--- src/rtl/core/crc8w_pkg.sv ---
// crc8w_pkg: shared types and constants for the CRC-8 checked word deframer.
// Used by the register block, the CRC unit, the deframer core and the top level.
// No dependencies.
package crc8w_pkg;

    localparam int unsigned PADDR_W = 4;
    localparam int unsigned PDATA_W = 32;

    // register indexes, taken from paddr[3:2]
    localparam logic [1:0] REG_CRC_INIT   = 2'd0;
    localparam logic [1:0] REG_CRC_POLY   = 2'd1;
    localparam logic [1:0] REG_WORD_COUNT = 2'd2;

    localparam logic [7:0] CRC_INIT_RST   = 8'hFF;
    localparam logic [7:0] CRC_POLY_RST   = 8'h31;
    localparam logic [3:0] WORD_COUNT_RST = 4'd1;

    // most words one reply may hold
    localparam logic [3:0] MAX_WORDS = 4'd8;

    // position of a byte within its three-byte group
    localparam logic [1:0] PH_HIGH = 2'd0;
    localparam logic [1:0] PH_LOW  = 2'd1;
    localparam logic [1:0] PH_CRC  = 2'd2;

    typedef struct packed {
        logic [7:0] crc_init;
        logic [7:0] crc_poly;
        logic [3:0] word_count;
    } cfg_t;

endpackage

--- src/rtl/core/crc8_word_reply_checker_top.sv ---
// crc8_word_reply_checker_top: CRC-8 checked word deframer, top level.
// Depends on crc8w_pkg, crc8w_regs and crc8w_deframe.
//
//  channel  direction  handshake                 payload
//  in       sink       in_valid / in_stall       reply_byte[7:0], start_of_reply
//  out      source     out_valid / out_stall     data_word[15:0], check_passed, last_word
//  cfg      APB slave  psel/penable/pwrite/pready paddr[3:0], pwdata[31:0], prdata[31:0]
//
// One item per cycle sustained while the result is not stalled: the whole CRC byte
// update sits between the input register and the running CRC register.
// Reset (rst_n, async, low) clears the reply state and restores register defaults.
// A stalled result holds in the result register; the input register still takes
// one more item, then in_stall rises until the result moves on.
module crc8_word_reply_checker_top
    import crc8w_pkg::*;
(
    input  logic               clk,
    input  logic               rst_n,
    input  logic               psel,
    input  logic               penable,
    input  logic               pwrite,
    input  logic [PADDR_W-1:0] paddr,
    input  logic [PDATA_W-1:0] pwdata,
    output logic [PDATA_W-1:0] prdata,
    output logic               pready,
    input  logic               in_valid,
    output logic               in_stall,
    input  logic [7:0]         reply_byte,
    input  logic               start_of_reply,
    output logic               out_valid,
    input  logic               out_stall,
    output logic [15:0]        data_word,
    output logic               check_passed,
    output logic               last_word
);

    cfg_t cfg;

    crc8w_regs u_regs (
        .clk     (clk),
        .rst_n   (rst_n),
        .psel    (psel),
        .penable (penable),
        .pwrite  (pwrite),
        .paddr   (paddr),
        .pwdata  (pwdata),
        .prdata  (prdata),
        .pready  (pready),
        .cfg     (cfg)
    );

    crc8w_deframe u_deframe (
        .clk            (clk),
        .rst_n          (rst_n),
        .cfg            (cfg),
        .in_valid       (in_valid),
        .in_stall       (in_stall),
        .reply_byte     (reply_byte),
        .start_of_reply (start_of_reply),
        .out_valid      (out_valid),
        .out_stall      (out_stall),
        .data_word      (data_word),
        .check_passed   (check_passed),
        .last_word      (last_word)
    );

endmodule

--- src/rtl/core/crc8w_regs.sv ---
// crc8w_regs: APB-style configuration registers (crc_init, crc_poly, word_count).
// Depends on crc8w_pkg.
module crc8w_regs
    import crc8w_pkg::*;
(
    input  logic               clk,
    input  logic               rst_n,
    input  logic               psel,
    input  logic               penable,
    input  logic               pwrite,
    input  logic [PADDR_W-1:0] paddr,
    input  logic [PDATA_W-1:0] pwdata,
    output logic [PDATA_W-1:0] prdata,
    output logic               pready,
    output cfg_t               cfg
);

    cfg_t       cfg_reg;
    cfg_t       cfg_next;
    logic       wr_en;
    logic [1:0] reg_idx;

    assign pready  = 1'b1;
    assign wr_en   = psel & penable & pwrite;
    assign reg_idx = paddr[3:2];
    assign cfg     = cfg_reg;

    always_comb
    begin
        cfg_next = cfg_reg;
        if (wr_en)
        begin
            unique case (reg_idx)
                REG_CRC_INIT:   cfg_next.crc_init   = pwdata[7:0];
                REG_CRC_POLY:   cfg_next.crc_poly   = pwdata[7:0];
                REG_WORD_COUNT: cfg_next.word_count = pwdata[3:0];
                default:        cfg_next = cfg_reg;
            endcase
        end
    end

    always_comb
    begin
        unique case (reg_idx)
            REG_CRC_INIT:   prdata = {24'd0, cfg_reg.crc_init};
            REG_CRC_POLY:   prdata = {24'd0, cfg_reg.crc_poly};
            REG_WORD_COUNT: prdata = {28'd0, cfg_reg.word_count};
            default:        prdata = '0;
        endcase
    end

    always_ff @(posedge clk or negedge rst_n)
    begin
        if (!rst_n)
        begin
            cfg_reg.crc_init   <= CRC_INIT_RST;
            cfg_reg.crc_poly   <= CRC_POLY_RST;
            cfg_reg.word_count <= WORD_COUNT_RST;
        end
        else
        begin
            cfg_reg <= cfg_next;
        end
    end

endmodule

--- src/rtl/core/crc8w_crc.sv ---
// crc8w_crc: one-byte MSB-first CRC-8 update, unrolled over the eight bits.
// Depends on crc8w_pkg.
module crc8w_crc
    import crc8w_pkg::*;
(
    input  logic [7:0] crc_in,
    input  logic [7:0] data_in,
    input  logic [7:0] poly,
    output logic [7:0] crc_out
);

    always_comb
    begin
        logic [7:0] c;
        c = crc_in ^ data_in;
        for (int k = 0; k < 8; k++)
        begin
            if (c[7])
                c = {c[6:0], 1'b0} ^ poly;
            else
                c = {c[6:0], 1'b0};
        end
        crc_out = c;
    end

endmodule

--- src/rtl/core/crc8w_deframe.sv ---
// crc8w_deframe: input register, group tracking state, CRC check and result register.
// Depends on crc8w_pkg and crc8w_crc.
module crc8w_deframe
    import crc8w_pkg::*;
(
    input  logic        clk,
    input  logic        rst_n,
    input  cfg_t        cfg,
    input  logic        in_valid,
    output logic        in_stall,
    input  logic [7:0]  reply_byte,
    input  logic        start_of_reply,
    output logic        out_valid,
    input  logic        out_stall,
    output logic [15:0] data_word,
    output logic        check_passed,
    output logic        last_word
);

    // input stage
    logic        in_valid_reg, in_valid_next;
    logic [7:0]  byte_reg;
    logic        start_reg;

    // reply state
    logic [7:0]  running_crc_reg, running_crc_next;
    logic [1:0]  phase_reg, phase_next;
    logic [7:0]  high_reg, high_next;
    logic [7:0]  low_reg, low_next;
    logic [3:0]  done_reg, done_next;
    logic        aborted_reg, aborted_next;

    // result stage
    logic        out_valid_reg, out_valid_next;
    logic [15:0] word_reg, word_next;
    logic        pass_reg, pass_next;
    logic        last_reg, last_next;

    logic        accept, out_free, advance;
    logic        aborted_eff;
    logic [1:0]  phase_eff;
    logic [3:0]  done_eff, done_inc, need;
    logic [7:0]  crc_seed, crc_upd;
    logic        pass, last;

    assign out_free = !out_valid_reg || !out_stall;
    assign advance  = in_valid_reg && out_free;
    assign in_stall = in_valid_reg && !out_free;
    assign accept   = in_valid && !in_stall;

    assign out_valid    = out_valid_reg;
    assign data_word    = word_reg;
    assign check_passed = pass_reg;
    assign last_word    = last_reg;

    // a start mark resets the group position, word count and abort flag before the byte is used
    assign aborted_eff = start_reg ? 1'b0 : aborted_reg;
    assign phase_eff   = start_reg ? PH_HIGH : phase_reg;
    assign done_eff    = start_reg ? 4'd0 : done_reg;
    assign done_inc    = done_eff + 4'd1;

    always_comb
    begin
        if (cfg.word_count == 4'd0)
            need = 4'd1;
        else if (cfg.word_count > MAX_WORDS)
            need = MAX_WORDS;
        else
            need = cfg.word_count;
    end

    assign crc_seed = (phase_eff == PH_LOW) ? running_crc_reg : cfg.crc_init;

    crc8w_crc u_crc (
        .crc_in  (crc_seed),
        .data_in (byte_reg),
        .poly    (cfg.crc_poly),
        .crc_out (crc_upd)
    );

    assign pass = (running_crc_reg == byte_reg);
    assign last = !pass || (done_inc >= need);

    always_comb
    begin
        in_valid_next    = in_valid_reg;
        running_crc_next = running_crc_reg;
        phase_next       = phase_reg;
        high_next        = high_reg;
        low_next         = low_reg;
        done_next        = done_reg;
        aborted_next     = aborted_reg;
        out_valid_next   = out_valid_reg && out_stall;
        word_next        = word_reg;
        pass_next        = pass_reg;
        last_next        = last_reg;

        if (advance)
        begin
            in_valid_next = 1'b0;
            aborted_next  = aborted_eff;
            phase_next    = phase_eff;
            done_next     = done_eff;
            if (!aborted_eff)
            begin
                case (phase_eff)
                    PH_LOW:
                    begin
                        low_next         = byte_reg;
                        running_crc_next = crc_upd;
                        phase_next       = PH_CRC;
                    end
                    PH_CRC:
                    begin
                        done_next        = done_inc;
                        phase_next       = PH_HIGH;
                        running_crc_next = cfg.crc_init;
                        aborted_next     = last;
                        out_valid_next   = 1'b1;
                        word_next        = pass ? {high_reg, low_reg} : 16'd0;
                        pass_next        = pass;
                        last_next        = last;
                    end
                    default:
                    begin
                        // high byte; a stray phase three lands here too
                        high_next        = byte_reg;
                        running_crc_next = crc_upd;
                        phase_next       = PH_LOW;
                    end
                endcase
            end
        end

        if (accept)
            in_valid_next = 1'b1;
    end

    always_ff @(posedge clk or negedge rst_n)
    begin
        if (!rst_n)
        begin
            in_valid_reg    <= 1'b0;
            running_crc_reg <= CRC_INIT_RST;
            phase_reg       <= PH_HIGH;
            high_reg        <= 8'd0;
            low_reg         <= 8'd0;
            done_reg        <= 4'd0;
            aborted_reg     <= 1'b0;
            out_valid_reg   <= 1'b0;
        end
        else
        begin
            in_valid_reg    <= in_valid_next;
            running_crc_reg <= running_crc_next;
            phase_reg       <= phase_next;
            high_reg        <= high_next;
            low_reg         <= low_next;
            done_reg        <= done_next;
            aborted_reg     <= aborted_next;
            out_valid_reg   <= out_valid_next;
        end
    end

    // payload registers, no reset
    always_ff @(posedge clk)
    begin
        if (accept)
        begin
            byte_reg  <= reply_byte;
            start_reg <= start_of_reply;
        end
        word_reg <= word_next;
        pass_reg <= pass_next;
        last_reg <= last_next;
    end

endmodule
--- config.mk ---
export PLATFORM = sky130hd
export DESIGN_NAME = crc8_word_reply_checker_top
export DESIGN_NICKNAME = d
export VERILOG_FILES = /design/src/rtl/core/crc8w_pkg.sv /design/src/rtl/core/crc8_word_reply_checker_top.sv /design/src/rtl/core/crc8w_regs.sv /design/src/rtl/core/crc8w_crc.sv /design/src/rtl/core/crc8w_deframe.sv
export SDC_FILE = /design/constraint.sdc
export NUM_CORES = 1
export LEC_CHECK = 0
export BUFFER_PORTS_ARGS = -buffer_cell sky130_fd_sc_hd__buf_2
export CORE_ASPECT_RATIO = 1.2
export CORE_MARGIN = 10
export CORE_UTILIZATION = 51
export DETAILED_ROUTE_END_ITERATION = 10
export MAX_ROUTING_LAYER = met4
export PLACE_DENSITY = 0.78
export SYNTH_ARGS = -nofsm -noshare
export SYNTH_HDL_FRONTEND = slang
export SYNTH_SLANG_ARGS = --single-unit
--- constraint.sdc ---
create_clock -name clk -period 4.3 [get_ports clk]
set_clock_uncertainty 0.1 [all_clocks]
set_input_delay 0.86 -clock clk [delete_from_list [all_inputs] [get_ports clk]]
set_output_delay 0.86 -clock clk [all_outputs]
set_load 0.005 [all_outputs]
Word level (Yosys, flattened, before mapping)
Cells that the tools add are included.

Bits in registers: 80.

Add/sub/neg operators: 1. Order comparisons: 2. Equality and inequality tests: 5. Muxes and demuxes: 27. Bitwise gates (word level): 13. Reduce and logical (&&, ||, !) cells: 22.

Operators by type and width (number): $mux 8 (10); $xor 8x8->8 (9); $pmux 8 s3 (1); $mux 4 (5); $reduce_and 3->1 (3); $eq 8x8->1 (1); $mux 1 (8); $reduce_and 2->1 (4); $logic_not 1->1 (5); $add 4x1->4 const B (1); $eq 2x1->1 const B (2); $eq 2x2->1 const B (2); $ge 4x4->1 (1); $gt 4x4->1 const B (1); $logic_and 1x1->1 (4); $logic_not 4->1 (1); $mux 2 (2); $pmux 2 s2 (1); $and 1x1->1 (2); $logic_not 2->1 (1); $logic_or 1x1->1 (2); $not 1->1 (2); $reduce_bool 2->1 (1); $reduce_or 2->1 (1).

Longest topological paths before layout
Depth after elaboration: 21. Depth in mapped cells: 22. Mapped depth without buffers: 18.

Cells and area by module
From an unflattened synthesis, not the netlist that was laid out.

Cell total of the unflattened synthesis: 494. Area, all modules: 5326.4 um^2.

By module, submodules not included: crc8w_deframe (times used 1, cells an instance 202, area each 2698.8 um^2, seq. area each 1646.6 um^2); crc8w_crc (times used 1, cells an instance 197, area each 1462.7 um^2, seq. area each 0.0 um^2); crc8w_regs (times used 1, cells an instance 95, area each 1164.9 um^2, seq. area each 515.5 um^2).

Worst setup path before layout
Ideal clock, no wire load.

Path type: flip-flop to flip-flop. From: register u_deframe.start_reg. To: register u_deframe.running_crc_reg[1]. Library setup time: 0.084 ns. Arrival: 4.077 ns. Required time: 4.116 ns. Setup slack: 0.038 ns. Stages on the path, launching flop included: 20. Path buffers: 1. Clock period less this slack: 4.262 ns. Path through: edfxtp_1 -> clkbuf_1 -> inv_1 -> nand2_1 -> inv_1 -> ha_1 -> mux2i_2 -> xor2_1 -> and3_1 -> nor2_2 -> o31a_2 -> xor2_2 -> xnor3_1 -> o21a_1 -> mux2_4 -> mux2i_1 -> xnor3_1 -> nand2_1 -> xnor2_1 -> o21ai_1.

Longest elaborated chain between the ends: 20.

RTL lines: start, declared (RTL line crc8w_deframe.sv:23) `logic start_reg;`; start signal, assigned (RTL line crc8w_deframe.sv:171) `start_reg <= start_of_reply;`; $mux 2 (RTL line crc8w_deframe.sv:58) `assign phase_eff = start_reg ? PH_HIGH : phase_reg;`; $eq 2x1->1 (RTL line crc8w_deframe.sv:72) `assign crc_seed = (phase_eff == PH_LOW) ? running_crc_reg : cfg.crc_init;`; $mux 8 (RTL line crc8w_deframe.sv:72); $xor 8x8->8 (RTL line crc8w_crc.sv:15) `c = crc_in ^ data_in;`; $xor 8x8->8 (RTL line crc8w_crc.sv:19) `c = {c[6:0], 1'b0} ^ poly;`; $mux 8 (RTL line crc8w_crc.sv:18) `if (c[7])`; $xor 8x8->8 (RTL line crc8w_crc.sv:19); $mux 8 (RTL line crc8w_crc.sv:18); (+4 left out); $xor 8x8->8 (RTL line crc8w_crc.sv:19); $mux 8 (RTL line crc8w_crc.sv:18); $xor 8x8->8 (RTL line crc8w_crc.sv:19); $mux 8 (RTL line crc8w_crc.sv:18); $mux 8 or $xor 8x8->8 (tied branches) (RTL line crc8w_crc.sv:18, crc8w_crc.sv:19); $xor 8x8->8 or $mux 8 (tied branches) (RTL line crc8w_crc.sv:19, crc8w_crc.sv:18); $mux 8 (RTL line crc8w_crc.sv:18); $mux 8 (RTL line crc8w_deframe.sv:106) `case (phase_eff)`; end signal, assigned (RTL line crc8w_deframe.sv:155) `running_crc_reg <= running_crc_next;`; end, declared (RTL line crc8w_deframe.sv:26) `logic [7:0] running_crc_reg, running_crc_next;`.

Several ways; a longest one is shown, not always the timed one. A chain may end at the register's enable or synchronous reset.

Final worst setup path
From: register u_deframe.start_reg. To: register u_deframe.running_crc_reg[6].

Longest elaborated chain between the ends: 20.

RTL lines (RTL line): $mux 2 (crc8w_deframe.sv:58); $eq 2x1->1 (crc8w_deframe.sv:72); $mux 8 (crc8w_deframe.sv:72); $xor 8x8->8 (crc8w_crc.sv:15); $xor 8x8->8 (crc8w_crc.sv:19); $mux 8 (crc8w_crc.sv:18); $mux 8 or $xor 8x8->8 (tied branches) (crc8w_crc.sv:18, crc8w_crc.sv:19); $xor 8x8->8 or $mux 8 (tied branches) (crc8w_crc.sv:19, crc8w_crc.sv:18); (+4 left out); $mux 8 or $xor 8x8->8 (tied branches) (crc8w_crc.sv:18, crc8w_crc.sv:19); $xor 8x8->8 or $mux 8 (tied branches) (crc8w_crc.sv:19, crc8w_crc.sv:18); $mux 8 or $xor 8x8->8 (tied branches) (crc8w_crc.sv:18, crc8w_crc.sv:19); $xor 8x8->8 or $mux 8 (tied branches) (crc8w_crc.sv:19, crc8w_crc.sv:18); $mux 8 or $xor 8x8->8 (tied branches) (crc8w_crc.sv:18, crc8w_crc.sv:19); $xor 8x8->8 or $mux 8 (tied branches) (crc8w_crc.sv:19, crc8w_crc.sv:18); $mux 8 (crc8w_crc.sv:18); $mux 8 (crc8w_deframe.sv:106).

Several ways; a longest one is shown, not always the timed one.

==> flow_summary.toml <==
[yosys]
synth-edff-count = 27
async_flop_share_pct = 66.3
syn_inst = 520
ys_ff_latch = 80
yosysUniqueCellTypes = 64
synth.avg_cell_area_sq_um = 10.1
synth-seq-area-share_pct = 41.3
netlist_area_sq_um = 5230
synth_ff_type = "dfrtp_1"
ys_warn_count = 0

[cts]
clockRootBuffer = "clkbuf_16"
cts-hold-fix-buffers = 0
cts_sinks = 80
clk_pin_slew_ns = 0.06
cts_max_path_buffers = 2
cts_htree_levels = 3
insertion_delay_ns = 0.34
cts_buffers = 9
tritoncts = "built"

[detailed_routing]
wl_per_cell_microns = 17.6
route.detailed.drc = 0
vias_per_cell = 5.56
vias = 4140
ant_nets = 0
dr.pass1.iters = 4
first_iter_violations = 309
wirelength_mm = 13.1

[global_routing]
grt_max_degree = 46
antenna_found_initial = 0
grt_remaining_overflow = 0
grt_pass1_wl_mm = 21.0
grt_pass1_vias = 4205
groute.usage.overall_pct = 18.0

[floorplan]
die_h_microns = 131
num_rows = 40
fp.dieW_microns = 112
start_util_pct = 52.3
core_area_sq_um = 10000
die_area_sq_um = 14700
io_pins = 105

[final_layout]
design_area_sq_um = 6470
fin_cells = 745
utilization_pct = 64.6
diodes = 0
fillers = 745
seq_area_sq_um = 2160
syn2layout_area_growth_pct = 23.6
multi_input_area_sq_um = 3110
largest_reg_flops = 20
layout-drive-gt1-share_pct = 36.8
nets = 674

[critical_path]
arrival_ns = 4.49
critPathCaptureType = "register"
path_class = "register to register"
required_ns = 4.46
r2r_slack_ns = -0.03
crit_fanout = 8
start_kind = "register"

[run]
cap_violations = 0

[pwr]
clockPowerShare_pct = 11.2
swShare_pct = 40.3
p_leak_uw = 0.00278
total_power_uw = 6730
power_switching_uw = 2720
power_frac_comb_pct = 70.4
power.density_nw_per_um2 = 1040
p_int_uw = 4020
peakVddDrop_mv = 0.912
seq_power_share_pct = 18.4

[placement]
place.gp.congestion = 0.935
portBuffers = 53
dpl.cell_count = 712
detailed_place_hpwl_mm = 9.41
place_area_sq_um = 5740

[sta]
setup-violations-final = 2
fmax_ghz = 0.231
worst_pin_slew_ns = 1.02
slew-limit-headroom_pct = 32.3
rsz0062_at_grt = "true"
tns_ns = -0.0411
fin_crit_ns = 4.33
fin_ws_ns = -0.0320
finalHoldViolations = 0
slew_violations = 0
fin_crit_sh_pct = 101

[run_status]
violations = "setup timing"
status = "finished with violations"

[min_path]
hold_class = "register to register"
-- cells in the mapped netlist (3+ instances only) --
| master | count | area share, % |
|---|---|---|
| nand4_1 | 3 | 0.36 |
| buf_4 | 27 | 3.9 |
| and3_1 | 9 | 1.1 |
| inv_1 | 9 | 0.65 |
| dfstp_2 | 20 | 10 |
| nand3_1 | 4 | 0.38 |
| o21ai_0 | 17 | 1.6 |
| o22ai_1 | 4 | 0.48 |
| ha_1 | 8 | 1.9 |
| a211oi_1 | 3 | 0.43 |
| o21a_1 | 3 | 0.43 |
| o21ai_1 | 8 | 0.77 |
| nor2_1 | 23 | 1.6 |
| nor3_1 | 5 | 0.48 |
| and2_1 | 18 | 2.2 |
| a21oi_1 | 22 | 2.1 |
| buf_2 | 4 | 0.38 |
| clkbuf_1 | 17 | 1.2 |
| dfrtp_1 | 33 | 16 |
| nand2b_1 | 4 | 0.48 |
| a32oi_1 | 4 | 0.67 |
| xnor2_1 | 54 | 9.0 |
| xor2_1 | 8 | 1.3 |
| nor2b_1 | 8 | 0.96 |
| mux2i_1 | 19 | 3.6 |
| xnor2_2 | 3 | 0.93 |
| nand2_1 | 76 | 5.5 |
| edfxtp_1 | 27 | 15 |
| mux2_2 | 32 | 6.9 |
-- final timing paths --
check	startpoint	cells after the start	end
max in group asynchronous	rst_n	2	u_deframe.low_reg[3]
min in group asynchronous	rst_n	1	u_regs.cfg[5]
max reg2reg	u_deframe.start_reg	22	u_deframe.running_crc_reg[6]
min	u_deframe.low_reg[2]	1	u_deframe.low_reg[2]
min reg2reg	u_deframe.low_reg[2]	1	u_deframe.low_reg[2]
max	u_deframe.start_reg	22	u_deframe.running_crc_reg[6]
-- layout make-up --
cell class	count	share of cell area [%]
sequential	80	33.4
timing repair buffer	110	10.9
clock inverter	2	0.599
multi-input combinational	403	48.1
inverter	10	0.619
tap	126	2.44
clock buffer	14	3.93
-- critical path, stage by stage, from the launching register on --
cell      delay [ns]
edfxtp_1        0.41
inv_2           0.12
nand2_4         0.06
inv_4           0.08
ha_4            0.15
mux2i_4         0.26
xor2_1          0.22
buf_4           0.19
mux2i_1         0.08
a211o_1         0.30
xor2_1          0.16
buf_4           0.20
o21a_1          0.13
a211oi_4        0.29
xnor2_2         0.17
buf_4           0.16
buf_6           0.11
xor2_1          0.13
nand2_1         0.09
xnor3_2         0.42
nand2_2         0.10
xnor2_2         0.14
o21ai_1         0.17
-- power by group through the flow --
| stage | Combinational (uW) | Sequential (uW) | Clock [uW] |
|---|---|---|---|
| after detailed placement | 3830 | 1240 | 0 |
| after floorplan | 2900 | 1150 | 0 |
| final | 4740 | 1240 | 752 |
| after global placement | 3740 | 1230 | 0 |
| after global routing | 5090 | 1270 | 797 |
| after CTS | 4170 | 1230 | 758 |
-- stage by stage --
step	setup slack, ns	hold WS, ns
after CTS	-0.0506	0.397
after global placement	-0.167	0.361
after detailed placement	-0.283	0.374
after floorplan	0.0383	0.346
final	-0.0320	0.396
after global routing	-0.215	0.402
-- placed cells by master (no fill, tap or decap), types with 18 or more instances in the layout --
cell	Yosys	routed
dfrtp_1	33	33
nor2_1	23	21
a21oi_1	22	20
nand2_1	76	71
and2_1	18	18
mux2_2	32	32
edfxtp_1	27	27
conb_1	2	25
xnor2_1	54	44
buf_2	4	53
dfstp_2	20	20
buf_4	27	53
-- logic make-up (layout without fill, tap and decap cells) --
| logic type | count (synthesis) | after routing | synth area share [%] |
|---|---|---|---|
| AND/OR/NAND/NOR | 162 | 162 | 14.9 |
| AO/OA/AOI/OAI | 85 | 85 | 11.0 |
| flip-flops | 80 | 80 | 41.3 |
| XOR/XNOR | 69 | 69 | 12.8 |
| buffers and inverters | 60 | 136 | 6.48 |
| multiplexers | 54 | 54 | 11.5 |
| adder cells (fa/ha/maj) | 8 | 8 | 1.91 |
| other | 2 | 25 | 0.143 |
-- repair_timing --
item / in CTS / in global routing
endpoints found under the setup margin: 8 / 8
resized for setup: 26 / 29
endpoints found under the hold margin: 0 / 0
pin swaps: 12 / 11
buffers inserted: 9 / 8
-- layer usage --
metal  share of wire [%]  global-route usage (%)  vias up  wire length (microns)
li1                    -                       -     1944                      -
met1                  37                    18.1     2040                   4830
met2                  55                    33.0      120                   7150
met3                 4.6                    4.10       36                    597
met4                 3.9                    7.92        0                    507
met5                   0                       -        -                      0
No activity file was read; power rests on OpenSTA's default activity.
